--- src/hdl/ffaa_pkg.sv ---
`default_nettype none
// ----------------------------------------------------------------------------
// ffaa_pkg
// Shared types and constants of the first-fit arena allocator.
// ----------------------------------------------------------------------------
package ffaa_pkg;

  localparam int HEADER_BYTES = 24;
  localparam int MAX_SEGMENTS = 256;
  localparam int ADDR_BITS = 16;
  localparam int IDX_BITS = $clog2(MAX_SEGMENTS);
  localparam int CNT_BITS = IDX_BITS + 1;
  localparam int LEN_BITS = 17;
  localparam int PADDR_BITS = 3;

  // Register byte addresses.
  localparam logic [PADDR_BITS-1:0] REG_ARENA_LEN = 3'd0;
  localparam logic [PADDR_BITS-1:0] REG_ENABLE = 3'd4;

  // Result status codes.
  localparam logic [2:0] ST_OK = 3'd0;
  localparam logic [2:0] ST_NOFIT = 3'd1;
  localparam logic [2:0] ST_ZERO = 3'd2;
  localparam logic [2:0] ST_FULL = 3'd3;
  localparam logic [2:0] ST_UNKNOWN = 3'd4;
  localparam logic [2:0] ST_NOTREADY = 3'd5;

  typedef struct packed {
    logic        mode;
    logic [15:0] size;
    logic [15:0] address;
  } in_item_t;

  typedef struct packed {
    logic [15:0] address_res;
    logic [2:0]  status;
  } out_item_t;

  typedef enum logic [3:0] {
    S_IDLE, S_CHECK, S_RD, S_WAIT, S_EVAL, S_SHUP_RD, S_SHUP_WR,
    S_SHDN_RD, S_SHDN_WR, S_FINISH, S_OUT
  } state_t;

  // Datapath operations selected by the controller.
  typedef enum logic [3:0] {
    OP_NONE, OP_LOAD, OP_RD_CUR, OP_RD_SHUP, OP_WR_SHUP, OP_RD_SHDN,
    OP_WR_SHDN, OP_WR_NEW, OP_WR_LEN, OP_DONE
  } op_t;

  typedef struct packed {
    op_t       op;
    logic [2:0] status;
    logic      use_res;
  } cmd_t;

  typedef struct packed {
    logic       is_free;
    logic       zero_size;
    logic       last;       // current entry is the last live one
    logic       past_end;   // index reached segment count
    logic       match;      // free address matches current entry
    logic       cur_zero;   // current entry is empty
    logic       fit_reuse;
    logic       fit_new;
    logic       is_first;
    logic       full;
    logic       shup_done;
    logic       shdn_done;
  } sts_t;

endpackage
`default_nettype wire

--- src/hdl/ffaa_ctrl.sv ---
`default_nettype none
// ----------------------------------------------------------------------------
// ffaa_ctrl
// Controller sequencing the walk, the table shifts and the result handshake.
// ----------------------------------------------------------------------------
module ffaa_ctrl (
  input  wire logic           clk,
  input  wire logic           rst,
  input  wire logic           in_valid,
  output logic                in_stall,
  output logic                out_valid,
  input  wire logic           out_stall,
  input  wire logic           enable,
  input  wire ffaa_pkg::sts_t sts,
  output ffaa_pkg::cmd_t      cmd
);

  ffaa_pkg::state_t state, state_next;
  logic [2:0] status, status_next;
  logic ok, ok_next;
  logic grow, grow_next;
  logic out_valid_q;

  // State register.
  always_ff @(posedge clk) begin
    if (rst) begin
      state <= ffaa_pkg::S_IDLE;
      status <= ffaa_pkg::ST_OK;
      ok <= 1'b0;
      grow <= 1'b0;
    end else begin
      state <= state_next;
      status <= status_next;
      ok <= ok_next;
      grow <= grow_next;
    end
  end

  // Next state and commands.
  always_comb begin
    state_next = state;
    status_next = status;
    ok_next = ok;
    grow_next = grow;
    cmd.op = ffaa_pkg::OP_NONE;
    cmd.status = status;
    cmd.use_res = 1'b0;
    in_stall = 1'b1;
    out_valid = 1'b0;
    case (state)
      ffaa_pkg::S_IDLE: begin
        in_stall = 1'b0;
        if (in_valid) begin
          cmd.op = ffaa_pkg::OP_LOAD;
          state_next = ffaa_pkg::S_CHECK;
        end
      end
      ffaa_pkg::S_CHECK: begin
        ok_next = 1'b0;
        grow_next = 1'b0;
        if (!sts.is_free && !enable) begin
          status_next = ffaa_pkg::ST_NOTREADY;
          state_next = ffaa_pkg::S_FINISH;
        end else if (!sts.is_free && sts.zero_size) begin
          status_next = ffaa_pkg::ST_ZERO;
          state_next = ffaa_pkg::S_FINISH;
        end else begin
          state_next = ffaa_pkg::S_RD;
        end
      end
      ffaa_pkg::S_RD: begin
        if (sts.past_end) begin
          status_next = sts.is_free ? ffaa_pkg::ST_UNKNOWN : ffaa_pkg::ST_NOFIT;
          state_next = ffaa_pkg::S_FINISH;
        end else begin
          state_next = ffaa_pkg::S_WAIT;
        end
      end
      ffaa_pkg::S_WAIT: state_next = ffaa_pkg::S_EVAL;
      ffaa_pkg::S_EVAL: begin
        // Latch current entry; advance index unless this entry is taken.
        cmd.op = ffaa_pkg::OP_RD_CUR;
        cmd.use_res = 1'b1;
        state_next = ffaa_pkg::S_RD;
        if (sts.is_free) begin
          if (sts.match) begin
            cmd.use_res = 1'b0;
            if (sts.is_first) begin
              status_next = sts.cur_zero ? ffaa_pkg::ST_UNKNOWN : ffaa_pkg::ST_OK;
              ok_next = !sts.cur_zero;
              state_next = sts.cur_zero ? ffaa_pkg::S_FINISH : ffaa_pkg::S_FINISH;
            end else begin
              status_next = ffaa_pkg::ST_OK;
              ok_next = 1'b1;
              state_next = ffaa_pkg::S_SHDN_RD;
            end
          end
        end else if (sts.fit_reuse) begin
          cmd.use_res = 1'b0;
          status_next = ffaa_pkg::ST_OK;
          ok_next = 1'b1;
          state_next = ffaa_pkg::S_FINISH;
        end else if (sts.fit_new) begin
          cmd.use_res = 1'b0;
          if (sts.full) begin
            status_next = ffaa_pkg::ST_FULL;
            state_next = ffaa_pkg::S_FINISH;
          end else begin
            status_next = ffaa_pkg::ST_OK;
            ok_next = 1'b1;
            grow_next = 1'b1;
            state_next = ffaa_pkg::S_SHUP_RD;
          end
        end else if (sts.last) begin
          status_next = ffaa_pkg::ST_NOFIT;
          state_next = ffaa_pkg::S_FINISH;
        end
      end
      ffaa_pkg::S_SHUP_RD: begin
        if (sts.shup_done) begin
          cmd.op = ffaa_pkg::OP_WR_NEW;
          state_next = ffaa_pkg::S_FINISH;
        end else begin
          cmd.op = ffaa_pkg::OP_RD_SHUP;
          state_next = ffaa_pkg::S_SHUP_WR;
        end
      end
      ffaa_pkg::S_SHUP_WR: begin
        cmd.op = ffaa_pkg::OP_WR_SHUP;
        state_next = ffaa_pkg::S_SHUP_RD;
      end
      ffaa_pkg::S_SHDN_RD: begin
        if (sts.shdn_done) begin
          state_next = ffaa_pkg::S_FINISH;
        end else begin
          cmd.op = ffaa_pkg::OP_RD_SHDN;
          state_next = ffaa_pkg::S_SHDN_WR;
        end
      end
      ffaa_pkg::S_SHDN_WR: begin
        cmd.op = ffaa_pkg::OP_WR_SHDN;
        state_next = ffaa_pkg::S_SHDN_RD;
      end
      ffaa_pkg::S_FINISH: begin
        // Emptying or reusing the matched entry updates its length.
        if (ok && !grow && (sts.is_free ? sts.is_first : 1'b1)) begin
          cmd.op = ffaa_pkg::OP_WR_LEN;
          state_next = ffaa_pkg::S_OUT;
          ok_next = 1'b0;
          grow_next = 1'b1;
        end else begin
          cmd.op = ffaa_pkg::OP_DONE;
          cmd.use_res = (status == ffaa_pkg::ST_OK);
          state_next = ffaa_pkg::S_OUT;
        end
      end
      ffaa_pkg::S_OUT: begin
        if (ok == 1'b0 && grow && status == ffaa_pkg::ST_OK && !out_valid_q) begin
          cmd.op = ffaa_pkg::OP_DONE;
          cmd.use_res = 1'b1;
        end
        out_valid = out_valid_q;
        if (out_valid_q && !out_stall) begin
          state_next = ffaa_pkg::S_IDLE;
        end
      end
      default: state_next = ffaa_pkg::S_IDLE;
    endcase
  end

  // Output valid is registered and raised in S_OUT; it never rises before the result is written.
  always_ff @(posedge clk) begin
    if (rst || state != ffaa_pkg::S_OUT) begin
      out_valid_q <= 1'b0;
    end else if (cmd.op == ffaa_pkg::OP_DONE || !(ok == 1'b0 && grow &&
               status == ffaa_pkg::ST_OK)) begin
      out_valid_q <= 1'b1;
    end else if (out_valid_q && !out_stall) begin
      out_valid_q <= 1'b0;
    end
  end

endmodule
`default_nettype wire

--- config.mk ---
export PLATFORM = sky130hd
export DESIGN_NAME = ffaa_ctrl
export DESIGN_NICKNAME = d
export VERILOG_FILES = /design/src/hdl/ffaa_pkg.sv /design/src/hdl/ffaa_ctrl.sv
export SDC_FILE = /design/constraint.sdc
export NUM_CORES = 1
export LEC_CHECK = 0
export BUFFER_PORTS_ARGS = -buffer_cell sky130_fd_sc_hd__buf_2
export CAP_MARGIN = 15
export CORE_AREA = 2 2 52 42
export CTS_BUF_LIST = sky130_fd_sc_hd__clkbuf_4 sky130_fd_sc_hd__clkbuf_8 sky130_fd_sc_hd__clkbuf_16
export CTS_CLUSTER_SIZE = 20
export DETAILED_ROUTE_END_ITERATION = 10
export DIE_AREA = 0 0 54 44
export GPL_TIMING_DRIVEN = 0
export PLACE_DENSITY = 0.8
export SETUP_SLACK_MARGIN = 0.3
export SLEW_MARGIN = 30
export SYNTH_ARGS = -nofsm -noshare
export SYNTH_HDL_FRONTEND = slang
export SYNTH_SLANG_ARGS = --single-unit
--- constraint.sdc ---
create_clock -name clk -period 2.5 [get_ports clk]
set_input_delay 0.5 -clock clk [delete_from_list [all_inputs] [get_ports clk]]
set_output_delay 0.5 -clock clk [all_outputs]
set_load 0.05 [all_outputs]
Word level (Yosys, flattened, before mapping):

Index checks and enable logic that the tools add are counted.
W data, S select, Z words.

* input port bits: 17
* word-level logic and storage cells: 115
* register bits: 10

* muxes and demuxes: 58
* bitwise gates (word level): 1
* equality and inequality tests: 25
* reductions and logical operators: 26

Operator list (number)
* $mux W4: 14
* $pmux W4 S11: 1
* $mux W3: 13
* $pmux W4 S8: 1
* $mux W1: 24
* $eq A4 B3 Y1 const B: 4
* $eq A4 B4 Y1 const B: 4
* $ne A2 B2 Y1 const B: 8
* $ne A4 B4 Y1 const B: 3
* $reduce_and A5 Y1: 2
* $pmux W1 S3: 3
* $pmux W3 S3: 1
* $eq A4 B2 Y1 const B: 2
* $logic_and A1 B1 Y1: 8
* $logic_not A1 Y1: 7
* $ne A3 B3 Y1 const B: 2
* $reduce_and A6 Y1: 1
* $reduce_bool A3 Y1: 2
* $ne A5 B5 Y1 const B: 1
* $eq A4 B1 Y1 const B: 1
* $logic_not A4 Y1: 1
* $logic_not A3 Y1: 1
* $logic_or A1 B1 Y1: 2
* $mux W2: 1
* other kinds (3): 3

Depth between registers and ports, before layout:

* depth after elaboration: 9
* depth in mapped cells: 7
* depth with buffers taken out: 5

Worst setup path after synthesis:

OpenSTA, ideal clock, no wires.

* kind: in2out
* start point: input sts[11] (netlist bit)
* end point: output cmd[0] (netlist bit)
* arrival time: 1.826 ns
* path slack: 0.174 ns
* stages on the path: 4
* cells stage by stage: buf_2 > nor2b_1 > o21ai_0 > o221ai_1

RTL lines
* start, declared: RTL line ffaa_ctrl.sv:14 `input wire ffaa_pkg::sts_t sts,`
* end, declared: RTL line ffaa_ctrl.sv:15 `output ffaa_pkg::cmd_t cmd`

==> flow_metrics.py <==
metrics = {
    "run": {
        "cap_violations": 0,
    },
    "global_routing": {
        "grt_first_pass_wirelength_mm": 4.75,
        "grt_pass1_vias": 1117,
        "track_usage_pct": 27.2,
        "antenna_found_initial": 0,
        "grt_overflow": 0,
        "grt_max_degree": 11,
    },
    "yosys": {
        "synthTopCellsByArea": "dfxtp_1 (21%), nor2_1 (7.3%), a21oi_1 (7.2%), nand2_1 (5.4%), nand2b_1 (5.1%)",
        "yosysSeqAreaShare_pct": 20.6,
        "synth_fa_ha_area_share_pct": 0,
        "yosys_most_used_dff": "dfxtp_1",
        "yosys.area_share.xor_xnor_pct": 0.900,
        "synth_edf_count": 0,
        "synth_compound_area_share_pct": 34.1,
        "synthCells": 138,
        "syn_avg_cell_area_um2": 7.05,
        "synth_top_cell_area_share_pct": 20.6,
        "ys_ff_latch": 10,
        "synth_top_family_by_area": "simple AND/OR/NAND/NOR gates",
        "netlist_area_um2": 973,
        "synth_largest_area_cell": "dfxtp_1",
        "synthSimpleGateAreaFrac_pct": 36.9,
        "synth.area.mux_share_pct": 1.03,
        "postSynth.asyncResetShare_pct": 0,
        "synth.distinct_cells": 45,
        "syn-num-nets": 155,
        "ys_warn_count": 0,
    },
    "power": {
        "powerDensity_nw_per_um2": 1080,
        "worst_ir_drop_vdd_mv": 0.627,
        "leakage_nw": 0.500,
    },
    "clocking": {
        "cts_tree": "yes",
        "cts_max_level": 1,
        "clkTransAtPathRegs_ns": 0.07,
        "clock-sinks": 10,
        "numCtsBuffers": 3,
        "ctsLongestPathBuffers": 2,
        "holdBufCountCts": 0,
        "clock_latency_ns": 0.27,
        "cts_root_buf": "clkbuf_4",
    },
    "setup_path": {
        "critPathMaxStageDelay_ns": 0.40,
        "cp_num_buf_inv": 1,
        "end_kind": "primary output",
        "cp.arrival_ns": 1.68,
        "critPathKind": "reg -> out",
        "cp_num_cells": 5,
        "worstPathMaxFanout": 3,
        "crit_slowest_cell": "or3_4",
        "crit_chain": "or3_4, nor3b_2, nand2_2, o211ai_1, buf_4",
        "worst_ep_required_time_ns": 2.00,
        "crit_path_end": "cmd[4]",
        "startpoint_type": "flop",
        "r2r_end": "status[1]$_SDFFE_PP0P_",
        "cpLargestDelayFamily": "simple AND/OR/NAND/NOR gates",
        "crit_start": "status[0]$_SDFFE_PP0P_",
        "r2r_start": "state[3]$_SDFFE_PP0P_",
        "r2r_slack_ns": 0.73,
        "reg2reg_depth": 6,
    },
    "floorplanning": {
        "dieWidth_um": 54,
        "core_um2": 1890,
        "die_y_um": 44,
        "num_io_pins": 27,
        "initial_core_util_pct": 51.5,
        "die_area_um2": 2380,
        "rows": 14,
    },
    "status": {
        "status": "finished, final reports clean",
    },
    "placement": {
        "dp_hpwl_mm": 2.30,
        "dp.cells": 188,
        "place_congestion": 1.02,
        "port_buffers": 26,
    },
    "sta": {
        "setup-tns-final_ns": 0,
        "max_freq_mhz": 458,
        "tightest_slew_ns": 0.612,
        "slew_viol_final": 0,
        "hold_viol": 0,
        "skew_ns": 0.00483,
        "rsz0062_at_grt": "yes",
        "finalCritPeriodShare_pct": 87.3,
        "period_needed_ns": 2.18,
        "setup_viol": 0,
        "hold-worst-slack_ns": 0.524,
        "relSlewSlack_pct": 58.6,
    },
    "layout": {
        "final_cells": 192,
        "diodes": 0,
        "fin_util_pct": 64.7,
        "drive_gt1_share_pct": 34.5,
        "nets": 187,
        "area_growth_pct": 25.7,
    },
    "routing": {
        "drt_first_pass_iters": 8,
        "drc": 0,
        "vias_per_cell": 6.30,
        "drtIter0Drc": 79,
        "avgRoutedWirePerCell_um": 15.8,
        "ant_nets": 0,
        "vias": 1209,
        "routed_wl_mm": 3.04,
    },
    "hold_path": {
        "whs_path_depth": 3,
        "hold_path.class": "in -> reg",
    },
}
[layer usage]
metal	global-route usage, %	vias up	routed length [µm]	share of wire, %
li1	-	563	-	-
met1	34.8	541	1260	42
met2	41.7	95	1370	45
met3	9.66	10	358	12
met4	10.5	0	50	1.6
met5	0	-	0	0
[tightest hold or removal path, cell delays in order]
cell and delay, ns:
buf_2 0.12, or3_1 0.11, a21oi_1 0.03
[layout make-up]
cell class | count | area, µm²
timing repair buffer | 27 | 148
sequential | 10 | 205
multi-input combinational | 117 | 749
tap | 24 | 30.0
fill | 174 | 668
buffer | 8 | 57.6
inverter | 3 | 11.3
clock buffer | 3 | 22.5
[timing repair]
action,CTS,global route
buffers inserted,1,0
gates resized for setup,12,4
setup endpoints to repair,4,5
pin swaps,1,0
[cells by family (layout without fill, tap and decap cells)]
kind of cell	count (synthesis)	in the layout
compound gates	47	47
xor+xnor	1	1
buf+inv	11	41
flops	10	10
mux	1	1
simple gates	68	68
[sequential cells by signal (all words and copies together) (netlist names)]
register,count
state,4
status,3
grow,1
ok,1
out_valid_q,1
[layout by cell type, fill, tap and decap left out, types with 2 or more instances in the layout]
| cell type | netlist | final |
|---|---|---|
| inv_1 | 3 | 3 |
| nand2_1 | 14 | 13 |
| buf_2 | 3 | 25 |
| buf_4 | 1 | 5 |
| nand2b_4 | 1 | 2 |
| or3_1 | 4 | 3 |
| a31oi_1 | 2 | 2 |
| buf_6 | 2 | 3 |
| a21oi_1 | 14 | 14 |
| a311oi_1 | 2 | 2 |
| nor3_2 | 1 | 2 |
| o31ai_1 | 4 | 4 |
| o21ai_0 | 7 | 5 |
| nor3_1 | 5 | 4 |
| o221ai_2 | 1 | 2 |
| dfxtp_2 | 0 | 4 |
| nor2_1 | 19 | 18 |
| nand3b_1 | 2 | 2 |
| and3_1 | 2 | 2 |
| dfxtp_1 | 10 | 6 |
| nor2b_1 | 6 | 5 |
| clkbuf_4 | 0 | 3 |
| o41ai_2 | 2 | 2 |
| nand2b_1 | 8 | 7 |
| o21ai_1 | 2 | 3 |
[Yosys cell counts (2+ instances only)]
cell type	n
nor2_1	19
a21oi_1	14
nand2_1	14
dfxtp_1	10
nand2b_1	8
o21ai_0	7
nor2b_1	6
nor3_1	5
o31ai_1	4
or3_1	4
buf_2	3
inv_1	3
a311oi_1	2
a31oi_1	2
and3_1	2
buf_6	2
clkbuf_1	2
nand3b_1	2
o21ai_1	2
o41ai_2	2
[how the worst min path moves through the flow]
stage	slack (ns)	end	startpoint
after floorplan	0.47	ok$_SDFFE_PP0P_	ok$_SDFFE_PP0P_
after CTS	0.53	ok$_SDFFE_PP0P_	ok$_SDFFE_PP0P_
final	0.52	state[0]$_SDFFE_PP0P_	rst
after detailed placement	0.51	ok$_SDFFE_PP0P_	ok$_SDFFE_PP0P_
after global placement	0.49	ok$_SDFFE_PP0P_	ok$_SDFFE_PP0P_
after global routing	0.54	state[0]$_SDFFE_PP0P_	rst
[where the power goes]
part	internal, W	total [W]	switching (W)
combinational	0.000336	0.000950	0.000613
sequential	0.000210	0.000257	0.0000469
clock	0.0000557	0.000112	0.0000559
total	0.000602	0.00132	0.000716
[metrics by stage]
step / worst slack (ns) / area, µm² / power [W]
final: 0.318 / 1220 / 0.00132
after CTS: 0.304 / 1220 / 0.00129
after detailed placement: 0.156 / 1150 / 0.00113
after floorplan: 0.308 / 991 / 0.000938
after global placement: 0.232 / 1150 / 0.00111
after global routing: 0.268 / 1220 / 0.00139
Note: power is estimated with default switching activity, not from simulation.
